==> src/rtl/sprite_frame_sequencer_defines.svh <==
// Assertion macros for the sprite frame sequencer.
// Used by the top level only; no other dependencies.
`ifndef SPRITE_FRAME_SEQUENCER_DEFINES_SVH
`define SPRITE_FRAME_SEQUENCER_DEFINES_SVH
`ifndef SYNTH
// Implication in the same cycle
`define SFS_ASSERT_NOW(lbl, clk, rst_n, ante, cons, msg) \
    lbl: assert property (@(posedge clk) disable iff (!rst_n) (ante) |-> (cons)) \
        else $error(msg);
// Implication in the next cycle
`define SFS_ASSERT_NEXT(lbl, clk, rst_n, ante, cons, msg) \
    lbl: assert property (@(posedge clk) disable iff (!rst_n) (ante) |=> (cons)) \
        else $error(msg);
`else
`define SFS_ASSERT_NOW(lbl, clk, rst_n, ante, cons, msg)
`define SFS_ASSERT_NEXT(lbl, clk, rst_n, ante, cons, msg)
`endif
`endif

==> src/rtl/sfs_pkg.sv <==
// Shared types, codes and helper functions of the sprite frame sequencer.
// No dependencies.
`timescale 1ns / 1ps
package sfs_pkg;

    // request codes
    localparam logic [2:0] REQ_LOAD   = 3'd0;
    localparam logic [2:0] REQ_START  = 3'd1;
    localparam logic [2:0] REQ_TICK   = 3'd2;
    localparam logic [2:0] REQ_PAUSE  = 3'd3;
    localparam logic [2:0] REQ_RESUME = 3'd4;
    localparam logic [2:0] REQ_QOFS   = 3'd5;
    localparam logic [2:0] REQ_QSINCE = 3'd6;

    // configuration register indexes
    localparam logic [1:0] CFG_FRAME_COUNT = 2'd0;
    localparam logic [1:0] CFG_LOOP_FIRST  = 2'd1;
    localparam logic [1:0] CFG_TOTAL_LEN   = 2'd2;

    localparam logic signed [15:0] HOLD_TICKS = -16'sd1;

    // width of the offset walk accumulator
    localparam int T_W = 40;

    // table read address select
    localparam logic [1:0] RD_SUM  = 2'd0;
    localparam logic [1:0] RD_POS  = 2'd1;
    localparam logic [1:0] RD_WALK = 2'd2;

    typedef struct packed {
        logic [2:0]         req_type;
        logic [6:0]         frame_index;
        logic signed [15:0] frame_ticks;
        logic signed [15:0] time_offset;
    } t_req;

    typedef struct packed {
        logic [6:0]         current_frame;
        logic [31:0]        ticks_in_frame;
        logic [31:0]        ticks_overall;
        logic signed [31:0] ticks_remaining;
        logic               frame_starting;
        logic [6:0]         query_frame;
        logic signed [31:0] query_ticks;
        logic               walk_overflow;
    } t_res;

    typedef struct packed {
        logic       capture;
        logic       apply_misc;
        logic       sum_setup;
        logic       sum_acc;
        logic       sum_end;
        logic       tick_upd;
        logic       walk_init;
        logic       walk_step;
        logic       finish;
        logic [1:0] rd_sel;
    } t_cmd;

    typedef struct packed {
        logic [2:0] req_type;
        logic       paused;
        logic       sum_done;
        logic       tick_wrap;
        logic       walk_done;
    } t_sts;

    // saturate a 34-bit signed value to 32 signed bits
    function automatic logic [31:0] sat_s32(input logic signed [33:0] v);
        logic [31:0] r;
        if (v < -34'sh0_8000_0000) begin
            r = 32'h8000_0000;
        end else if (v > 34'sh0_7FFF_FFFF) begin
            r = 32'h7FFF_FFFF;
        end else begin
            r = v[31:0];
        end
        return r;
    endfunction

endpackage

==> src/rtl/sfs_ctrl.sv <==
// Controller of the sprite frame sequencer: one-hot state machine.
// Depends on sfs_pkg; drives t_cmd to the datapath and reads t_sts back.
`timescale 1ns / 1ps
module sfs_ctrl import sfs_pkg::*; (
    input  logic i_clk,
    input  logic i_rst_n,
    input  logic start,
    output logic busy,
    input  t_sts i_sts,
    output t_cmd o_cmd
);

    typedef enum logic [11:0] {
        S_IDLE      = 12'b0000_0000_0001,
        S_DISPATCH  = 12'b0000_0000_0010,
        S_SUM_CHK   = 12'b0000_0000_0100,
        S_SUM_ACC   = 12'b0000_0000_1000,
        S_SUM_END   = 12'b0000_0001_0000,
        S_TICK_RD   = 12'b0000_0010_0000,
        S_TICK_UPD  = 12'b0000_0100_0000,
        S_WALK_RD0  = 12'b0000_1000_0000,
        S_WALK_INIT = 12'b0001_0000_0000,
        S_WALK_RD   = 12'b0010_0000_0000,
        S_WALK_STEP = 12'b0100_0000_0000,
        S_FINISH    = 12'b1000_0000_0000
    } t_state;

    t_state r_state, n_state;

    always_ff @(posedge i_clk) begin
        if (!i_rst_n) begin
            r_state <= S_IDLE;
        end else begin
            r_state <= n_state;
        end
    end

    assign busy = (r_state != S_IDLE);

    // sequence each request through the datapath
    always_comb begin
        n_state = r_state;
        o_cmd   = '0;
        o_cmd.rd_sel = RD_SUM;
        case (r_state)
            S_IDLE: begin
                if (start) begin
                    o_cmd.capture = 1'b1;
                    n_state = S_DISPATCH;
                end
            end
            S_DISPATCH: begin
                case (i_sts.req_type)
                    REQ_START, REQ_QSINCE: begin
                        o_cmd.sum_setup = 1'b1;
                        n_state = S_SUM_CHK;
                    end
                    REQ_TICK: begin
                        n_state = i_sts.paused ? S_FINISH : S_TICK_RD;
                    end
                    REQ_QOFS: begin
                        n_state = S_WALK_RD0;
                    end
                    default: begin
                        o_cmd.apply_misc = 1'b1;
                        n_state = S_FINISH;
                    end
                endcase
            end
            S_SUM_CHK: begin
                o_cmd.rd_sel = RD_SUM;
                n_state = i_sts.sum_done ? S_SUM_END : S_SUM_ACC;
            end
            S_SUM_ACC: begin
                o_cmd.sum_acc = 1'b1;
                n_state = S_SUM_CHK;
            end
            S_SUM_END: begin
                o_cmd.sum_end = 1'b1;
                n_state = S_FINISH;
            end
            S_TICK_RD: begin
                o_cmd.rd_sel = RD_POS;
                n_state = S_TICK_UPD;
            end
            S_TICK_UPD: begin
                o_cmd.tick_upd = 1'b1;
                if (i_sts.tick_wrap) begin
                    o_cmd.sum_setup = 1'b1;
                    n_state = S_SUM_CHK;
                end else begin
                    n_state = S_FINISH;
                end
            end
            S_WALK_RD0: begin
                o_cmd.rd_sel = RD_POS;
                n_state = S_WALK_INIT;
            end
            S_WALK_INIT: begin
                o_cmd.walk_init = 1'b1;
                n_state = S_WALK_RD;
            end
            S_WALK_RD: begin
                o_cmd.rd_sel = RD_WALK;
                n_state = S_WALK_STEP;
            end
            S_WALK_STEP: begin
                o_cmd.walk_step = 1'b1;
                n_state = i_sts.walk_done ? S_FINISH : S_WALK_RD;
            end
            S_FINISH: begin
                o_cmd.finish = 1'b1;
                n_state = S_IDLE;
            end
            default: begin
                n_state = S_IDLE;
            end
        endcase
    end

endmodule

==> src/rtl/sfs_datapath.sv <==
// Datapath of the sprite frame sequencer: duration table, timeline state,
// summing and offset walk engine, result register. Depends on sfs_pkg.
`timescale 1ns / 1ps
module sfs_datapath import sfs_pkg::*; #(
    parameter int MAX_FRAMES = 64,
    parameter int WALK_LIMIT = 256
) (
    input  logic        i_clk,
    input  logic        i_rst_n,
    input  logic        i_cfg_we,
    input  logic [1:0]  i_cfg_index,
    input  logic [30:0] i_cfg_data,
    input  t_req        i_req,
    input  t_cmd        i_cmd,
    output t_sts        o_sts,
    output logic        o_res_valid,
    output t_res        o_res
);

    localparam int PW  = $clog2(MAX_FRAMES);
    localparam int NW  = $clog2(MAX_FRAMES + 1);
    localparam int SCW = $clog2(WALK_LIMIT + 1);

    // configuration and timeline state
    logic [6:0]          r_fc;
    logic [5:0]          r_loop;
    logic [30:0]         r_tl;
    logic [PW-1:0]       r_pos;
    logic [31:0]         r_fe;
    logic [31:0]         r_te;
    logic                r_paused;
    logic                r_res_valid;

    // request and engine registers
    t_req                r_req;
    logic [15:0]         mem_tbl [MAX_FRAMES];
    logic signed [15:0]  r_rd;
    logic signed [31:0]  r_acc;
    logic [PW-1:0]       r_cnt;
    logic [PW-1:0]       r_target;
    logic signed [T_W-1:0] r_t;
    logic [PW-1:0]       r_cur;
    logic [SCW-1:0]      r_steps;
    logic [6:0]          r_qframe;
    logic [31:0]         r_qticks;
    logic                r_ovf;
    t_res                r_res, n_res;

    logic [NW-1:0]       w_n;
    logic [PW-1:0]       w_last, w_pos, w_loop, w_start_s, w_since_k, w_addr;
    logic                w_load_ok;
    logic [31:0]         w_fe1, w_te1;
    logic signed [32:0]  w_d33;
    logic                w_expire, w_wrap;
    logic                w_fwd, w_limit, w_found;
    logic signed [T_W-1:0] w_d_t, w_fe_t, w_t_init;
    logic [PW-1:0]       w_cur_fwd, w_cur_bwd;
    logic [31:0]         w_acc_sat;

    // effective count, position, loop start
    always_comb begin
        if (r_fc == 7'd0) begin
            w_n = NW'(1);
        end else if (32'(r_fc) > 32'(MAX_FRAMES)) begin
            w_n = NW'(MAX_FRAMES);
        end else begin
            w_n = NW'(r_fc);
        end
        w_last    = PW'(32'(w_n) - 32'd1);
        w_pos     = (32'(r_pos) >= 32'(w_n)) ? w_last : r_pos;
        w_loop    = (32'(r_loop) >= 32'(w_n)) ? w_last : PW'(r_loop);
        w_start_s = (32'(r_req.frame_index) >= 32'(w_n)) ? w_last : PW'(r_req.frame_index);
        if (r_req.frame_index == 7'd0) begin
            w_since_k = '0;
        end else if (32'(r_req.frame_index) - 32'd1 >= 32'(w_n)) begin
            w_since_k = w_last;
        end else begin
            w_since_k = PW'(32'(r_req.frame_index) - 32'd1);
        end
        w_load_ok = (32'(r_req.frame_index) < 32'(MAX_FRAMES));
    end

    // table read address
    always_comb begin
        case (i_cmd.rd_sel)
            RD_SUM:  w_addr = r_cnt;
            RD_POS:  w_addr = w_pos;
            RD_WALK: w_addr = r_cur;
            default: w_addr = r_cnt;
        endcase
    end

    // tick arithmetic
    always_comb begin
        w_fe1    = (r_fe == 32'hFFFF_FFFF) ? r_fe : r_fe + 32'd1;
        w_te1    = (r_te == 32'hFFFF_FFFF) ? r_te : r_te + 32'd1;
        w_d33    = 33'(r_rd);
        w_expire = (r_rd != HOLD_TICKS) && ($signed({1'b0, w_fe1}) >= w_d33);
        w_wrap   = w_expire && (32'(w_pos) + 32'd1 >= 32'(w_n));
        w_acc_sat = (r_acc < 0) ? 32'd0 : 32'(r_acc);
    end

    // offset walk arithmetic
    always_comb begin
        w_fwd    = (r_req.time_offset > 16'sd0);
        w_d_t    = T_W'(r_rd);
        w_fe_t   = $signed({{(T_W-32){1'b0}}, r_fe});
        if (w_fwd) begin
            w_t_init = T_W'(r_req.time_offset) + w_fe_t;
        end else begin
            w_t_init = -T_W'(r_req.time_offset) + w_d_t - T_W'(1) - w_fe_t;
        end
        w_limit  = (r_steps == SCW'(WALK_LIMIT));
        w_found  = (r_t < w_d_t) || (r_rd == HOLD_TICKS);
        w_cur_fwd = (32'(r_cur) + 32'd1 >= 32'(w_n)) ? w_loop : PW'(32'(r_cur) + 32'd1);
        w_cur_bwd = ((r_cur == '0) || (r_cur <= w_loop)) ? w_last
                                                          : PW'(32'(r_cur) - 32'd1);
    end

    always_comb begin
        o_sts.req_type  = r_req.req_type;
        o_sts.paused    = r_paused;
        o_sts.sum_done  = (r_cnt == r_target);
        o_sts.tick_wrap = w_wrap;
        o_sts.walk_done = w_limit || w_found;
    end

    // duration table: write on load, registered read every cycle
    always_ff @(posedge i_clk) begin
        if (i_cmd.apply_misc && (r_req.req_type == REQ_LOAD) && w_load_ok) begin
            mem_tbl[PW'(r_req.frame_index)] <= r_req.frame_ticks;
        end
        r_rd <= $signed(mem_tbl[w_addr]);
    end

    // configuration and timeline state
    always_ff @(posedge i_clk) begin
        if (!i_rst_n) begin
            r_fc        <= 7'd1;
            r_loop      <= 6'd0;
            r_tl        <= 31'd0;
            r_pos       <= '0;
            r_fe        <= 32'd0;
            r_te        <= 32'd0;
            r_paused    <= 1'b0;
            r_res_valid <= 1'b0;
        end else begin
            r_res_valid <= i_cmd.finish;
            if (i_cfg_we) begin
                case (i_cfg_index)
                    CFG_FRAME_COUNT: r_fc   <= i_cfg_data[6:0];
                    CFG_LOOP_FIRST:  r_loop <= i_cfg_data[5:0];
                    CFG_TOTAL_LEN:   r_tl   <= i_cfg_data;
                    default: ;
                endcase
            end
            if (i_cmd.apply_misc) begin
                if (r_req.req_type == REQ_PAUSE) begin
                    r_paused <= 1'b1;
                end else if (r_req.req_type == REQ_RESUME) begin
                    r_paused <= 1'b0;
                end
            end
            // advance on tick, wrap sets the start time later
            if (i_cmd.tick_upd) begin
                r_te <= w_te1;
                if (w_expire) begin
                    r_fe  <= 32'd0;
                    r_pos <= w_wrap ? w_loop : PW'(32'(w_pos) + 32'd1);
                end else begin
                    r_fe <= w_fe1;
                end
            end
            if (i_cmd.sum_end) begin
                if (r_req.req_type == REQ_START) begin
                    r_te  <= w_acc_sat;
                    r_pos <= r_target;
                    r_fe  <= 32'd0;
                end else if (r_req.req_type == REQ_TICK) begin
                    r_te <= w_acc_sat;
                end
            end
        end
    end

    // request capture, summing and walk engine
    always_ff @(posedge i_clk) begin
        if (i_cmd.capture) begin
            r_req    <= i_req;
            r_qframe <= 7'd0;
            r_qticks <= 32'd0;
            r_ovf    <= 1'b0;
        end
        if (i_cmd.sum_setup) begin
            r_cnt <= '0;
            r_acc <= '0;
            case (r_req.req_type)
                REQ_START:  r_target <= w_start_s;
                REQ_QSINCE: r_target <= w_since_k;
                default:    r_target <= w_loop;
            endcase
        end
        if (i_cmd.sum_acc) begin
            r_acc <= r_acc + 32'(r_rd);
            r_cnt <= PW'(32'(r_cnt) + 32'd1);
        end
        if (i_cmd.sum_end && (r_req.req_type == REQ_QSINCE)) begin
            r_qticks <= sat_s32($signed({2'b00, r_te}) - 34'(r_acc));
        end
        if (i_cmd.walk_init) begin
            r_t     <= w_t_init;
            r_cur   <= w_pos;
            r_steps <= '0;
        end
        if (i_cmd.walk_step) begin
            if (w_limit) begin
                r_ovf <= 1'b1;
            end else if (w_found) begin
                r_qframe <= 7'(32'(r_cur) + 32'd1);
            end else begin
                r_t     <= r_t - w_d_t;
                r_cur   <= w_fwd ? w_cur_fwd : w_cur_bwd;
                r_steps <= r_steps + SCW'(1);
            end
        end
        if (i_cmd.finish) begin
            r_res <= n_res;
        end
    end

    // assemble the result beat
    always_comb begin
        n_res.current_frame   = 7'(32'(w_pos) + 32'd1);
        n_res.ticks_in_frame  = r_fe;
        n_res.ticks_overall   = r_te;
        n_res.ticks_remaining = sat_s32($signed({3'b000, r_tl}) - $signed({2'b00, r_te})
                                        - 34'sd1);
        n_res.frame_starting  = !r_paused && (r_fe == 32'd0);
        n_res.query_frame     = r_qframe;
        n_res.query_ticks     = r_qticks;
        n_res.walk_overflow   = r_ovf;
    end

    assign o_res_valid = r_res_valid;
    assign o_res       = r_res;

endmodule

==> src/rtl/sprite_frame_sequencer.sv <==
// Sprite frame sequencer, top level: controller plus datapath.
// Depends on sfs_pkg, sfs_ctrl, sfs_datapath and the defines header.
//
// Usage: drive i_req and raise start while busy is low; that beat is taken
// and busy goes high on the next cycle. One result beat follows for every
// request: o_res_valid is high for exactly one cycle with o_res, and the
// receiver must take it then, as it cannot stall the block. busy drops in the
// same cycle as the strobe, so a new request may start right then.
// Each request runs through the controller states up to S_FINISH: pause,
// resume, load, unknown requests and a tick while paused need no table read;
// a tick reads the duration of the current frame and, on a wrap, sums each
// frame before the loop start; start and the time-since query sum table
// entries; the offset query walks one frame per step, at most WALK_LIMIT + 1
// steps, the last of which only flags the cap. The duration table has a
// single read port.
// Configuration: i_cfg_we writes i_cfg_data to register i_cfg_index
// (0 frame count, 1 loop start, 2 total length) while busy is low.
// Reset (synchronous, active low) clears timeline state and sets the frame
// count to 1; the duration table holds no defined value until loaded.
`timescale 1ns / 1ps
`include "sprite_frame_sequencer_defines.svh"
module sprite_frame_sequencer import sfs_pkg::*; #(
    parameter int MAX_FRAMES = 64,
    parameter int WALK_LIMIT = 256
) (
    input  logic        i_clk,
    input  logic        i_rst_n,
    input  logic        start,
    output logic        busy,
    input  t_req        i_req,
    input  logic        i_cfg_we,
    input  logic [1:0]  i_cfg_index,
    input  logic [30:0] i_cfg_data,
    output logic        o_res_valid,
    output t_res        o_res
);

    t_cmd w_cmd;
    t_sts w_sts;

    sfs_ctrl u_ctrl (
        .i_clk   (i_clk),
        .i_rst_n (i_rst_n),
        .start   (start),
        .busy    (busy),
        .i_sts   (w_sts),
        .o_cmd   (w_cmd)
    );

    sfs_datapath #(
        .MAX_FRAMES (MAX_FRAMES),
        .WALK_LIMIT (WALK_LIMIT)
    ) u_dp (
        .i_clk       (i_clk),
        .i_rst_n     (i_rst_n),
        .i_cfg_we    (i_cfg_we),
        .i_cfg_index (i_cfg_index),
        .i_cfg_data  (i_cfg_data),
        .i_req       (i_req),
        .i_cmd       (w_cmd),
        .o_sts       (w_sts),
        .o_res_valid (o_res_valid),
        .o_res       (o_res)
    );

    // result beat only arrives as the block goes idle
    `SFS_ASSERT_NOW(a_res_idle, i_clk, i_rst_n, o_res_valid, !busy, "result while busy")
    // an accepted request always makes the block busy
    `SFS_ASSERT_NEXT(a_take_busy, i_clk, i_rst_n, start && !busy, busy, "request dropped")
    // never two result beats back to back
    `SFS_ASSERT_NEXT(a_one_beat, i_clk, i_rst_n, o_res_valid, !o_res_valid, "double beat")
    // every finished request gives a beat
    `SFS_ASSERT_NOW(a_fall_res, i_clk, i_rst_n, $fell(busy), o_res_valid, "lost result")

endmodule
==> config.mk <==
export PLATFORM = sky130hd
export DESIGN_NAME = sprite_frame_sequencer
export DESIGN_NICKNAME = d
export VERILOG_FILES = /design/src/rtl/sfs_pkg.sv /design/src/rtl/sfs_ctrl.sv /design/src/rtl/sfs_datapath.sv /design/src/rtl/sprite_frame_sequencer.sv
export VERILOG_INCLUDE_DIRS = /design/src /design/src/rtl
export SDC_FILE = /design/constraint.sdc
export NUM_CORES = 2
export LEC_CHECK = 0
export ABC_AREA = 1
export ABC_CLOCK_PERIOD_IN_PS = 6110
export BUFFER_PORTS_ARGS = -buffer_cell sky130_fd_sc_hd__buf_4
export CAP_MARGIN = 30
export CORE_ASPECT_RATIO = 1.75
export CORE_MARGIN = 3
export CORE_UTILIZATION = 24
export DETAILED_ROUTE_END_ITERATION = 7
export HOLD_SLACK_MARGIN = 0.03
export SLEW_MARGIN = 20
export SYNTH_ARGS = -nofsm -noshare
export SYNTH_HDL_FRONTEND = slang
export SYNTH_SLANG_ARGS = --single-unit
export TNS_END_PERCENT = 50
==> constraint.sdc <==
create_clock -name i_clk -period 6.11 [get_ports i_clk]
set_input_delay 0.9165 -clock i_clk [delete_from_list [all_inputs] [get_ports i_clk]]
set_output_delay 0.9165 -clock i_clk [all_outputs]
set_load 0.01 [all_outputs]
==> run_results.csv <==
group,metric,value,unit
clock_tree,postCtsSetupBuffers,0,
sta,worstMarginPinSlew,1080,ps
sta,slew_viol_final,0,
routing,drc,4,
synthesis,yosysSeqAreaShare,52.8,%
synthesis,synth.distinct_cells,65,
die,rows,281,
synthesis,yosysWarnings,0,
setup_path,crit_path_top_delay_cell,"o311ai_1",
clock_tree,cts_buffer_depth,4,
global_route,grt_usage,15.6,%
synthesis,yosys.area.top_type,"edfxtp_1",
routing,ant_nets,0,
sta,clock.fmax,0.189,GHz
setup_path,crit_path_end_kind,"register",
routing,avgRoutedWirePerCell,20.3,um
setup_path,path_max_fanout,39,
clock_tree,cts.sinks,1493,
layout,stdcell_count,13700,
setup_path,start_kind,"register",
global_route,grt_pass1_wl,407,mm
sta,min_period,5290,ps
synthesis,synth_common_cells,"nand2_1, edfxtp_1, nand3_1",
synthesis,synth_most_common_cell,"nand2_1",
outcome,violations,"design-rule violations",
setup_path,crit_path_max_incr_delay,630,ps
pwr,peakVddDrop,194,uV
layout,nets,9682,
routing,via_count,64600,
sta,slew_headroom,27.6,%
clock_tree,cts_resized,0,
die,die_area,344000,um^2
sta,finalSetupViolations,0,
placement,pre_cts_ws,859,ps
clock_tree,cts.clk_slew.worst_paths,70,ps
routing,first_pass_iters,8,
placement,portBuffers,224,
synthesis,async_flop_share,0,%
sta,setup_ws,818,ps
synthesis,syn_inst,9030,
global_route,antenna_found_initial,9,
pwr,power_leakage,38.0,nW
placement,place_congestion,0.988,
sta,hold_ws,248,ps
sta,hold_viol_final,0,
die,start_util,24.2,%
clock_tree,cts_buffers,151,
synthesis,syn_nets,9478,
die,ioPinCount,225,
setup_path,cp.required,6570,ps
setup_path,path_common_cell,"nand2_1",
routing,drt_iter0_drc,4505,
global_route,grt-ovfl-total,0,
layout,drive_gt1_share,8.19,%
synthesis,synth_edf_count,1286,
die,die_w,445,um
clock_tree,insertion_delay,850,ps
routing,vias_per_cell,4.71,
synthesis,syn_avg_cell_area,8.96,um^2
layout,fin_util,27.8,%
synthesis,synth_top_area_share,47.7,%
outcome,outcome,"complete, but fails checks",
pwr,p_per_area,250,nW/um^2
layout,area_delta_synth_final,15.2,%
clock_tree,cts_tree,"yes",
synthesis,synth_seq_cells,1493,
die,die_y,774,um
placement,dpl.hpwl,195,mm
clock_tree,htreeDepth,4,
die,core_area,335000,um^2
placement,place_inst,13500,
sta,fin_setup_tns,0,ps
global_route,grt_max_degree,170,
global_route,grt_pass1_vias,63500,
setup_path,arrival,5750,ps
synthesis,ys.flop_type,"edfxtp_1",
setup_path,criticalPathCategory,"register to register",
clock_tree,root_buffer,"clkbuf_16",
sta,rsz0062_at_grt,"false",
synthesis,syn-cell-area,80900,um^2
sta,fin_crit_sh,86.6,%
sta,skew,77.0,ps
clock_tree,hold_buffers,0,
worst_hold_path,hp-class,"input port to register",
routing,drt_wl_total,279,mm
synthesis,synth_area_leaders,"edfxtp_1, nand2_1, nand3_1",
run,maxCapViolations,0,
## final timing paths
path | startpoint | endpoint | slack [ps] | depth (start not counted)
worst min-delay path | i_req[18] | u_dp.r_req[18] | 250 | 1
worst max-delay path | u_dp.r_fc[3] | u_dp.r_acc[30] | 820 | 25
worst min register to register | u_dp.r_qticks[19] | u_dp.o_res[20] | 420 | 0
worst max register to register | u_dp.r_fc[3] | u_dp.r_acc[30] | 820 | 25
## per-stage QoR
stage	power, mW	cell area (um^2)
after floorplan	13.2	80900
after global routing	24.2	93300
after global placement	14.1	88300
after detailed placement	14.1	88400
final	23.3	93300
after CTS	23.5	93200
## layout by cell type (no fill, tap or decap), types with 81 or more instances in the layout
master	count
edfxtp_1	1286
a21oi_1	406
xor2_1	135
inv_1	1034
ha_1	331
nand4_1	81
nand2_1	2073
nand3b_1	251
o21ai_0	367
nand3_1	1247
clkbuf_16	155
buf_4	380
nor2_1	641
nor3_1	99
dfxtp_1	206
## power breakdown
part	internal (mW)	switching [mW]
sequential	11.3	0.0807
clock	5.36	4.08
combinational	0.726	1.83
total	17.3	6.00
## flip-flops by register name (all words and copies together), names as in the netlist, 7 cells and up
| name | cells |
|---|---|
| u_ctrl.r_state | 12 |
| u_dp.mem_tbl | 1024 |
| u_dp.o_res | 144 |
| u_dp.r_acc | 32 |
| u_dp.r_fc | 7 |
| u_dp.r_fe | 32 |
| u_dp.r_qframe | 7 |
| u_dp.r_qticks | 32 |
| u_dp.r_rd | 16 |
| u_dp.r_req | 39 |
| u_dp.r_steps | 9 |
| u_dp.r_t | 40 |
| u_dp.r_te | 32 |
| u_dp.r_tl | 31 |
## final cells by class
| cell class | instances | area, um^2 |
|---|---|---|
| Clock inverter | 79 | 853 |
| Inverter | 1056 | 3970 |
| Antenna cell | 1 | 2.50 |
| Sequential cell | 1493 | 42800 |
| Multi-Input combinational cell | 6114 | 32700 |
| Fill cell | 35500 | 242000 |
| Clock buffer | 176 | 3990 |
| Tap cell | 4386 | 5490 |
| Timing Repair Buffer | 418 | 3550 |
## worst max-delay path: cells and delay by family, from the launching register on
kind / cells / cell delay, ps
simple gates: 13 / 1790
compound gates: 3 / 1220
fa+ha+maj: 3 / 790
buf+inv: 6 / 780
flops: 1 / 340
## cells by family after synthesis
group / after synthesis / share of synthesized area [%]
buffers and inverters: 1423 / 6.99
adders and majority gates: 369 / 6.06
xor gates and xnor gates: 181 / 1.98
AOI/OAI and AO/OA: 1013 / 6.97
and+or+nand+nor: 4551 / 25.2
DFF: 1493 / 52.8
## per-layer routing
metal	up-vias	part of all wire (%)	track usage (%)	routed length [um]
met5	-	0.0036	0	10
met2	2095	52	29.3	146000
li1	31000	-	-	-
met3	727	4.7	1.82	13200
met4	2	7.9	10.9	21900
met1	30800	35	15.9	97300
No activity file was read; power rests on OpenSTA's default activity.
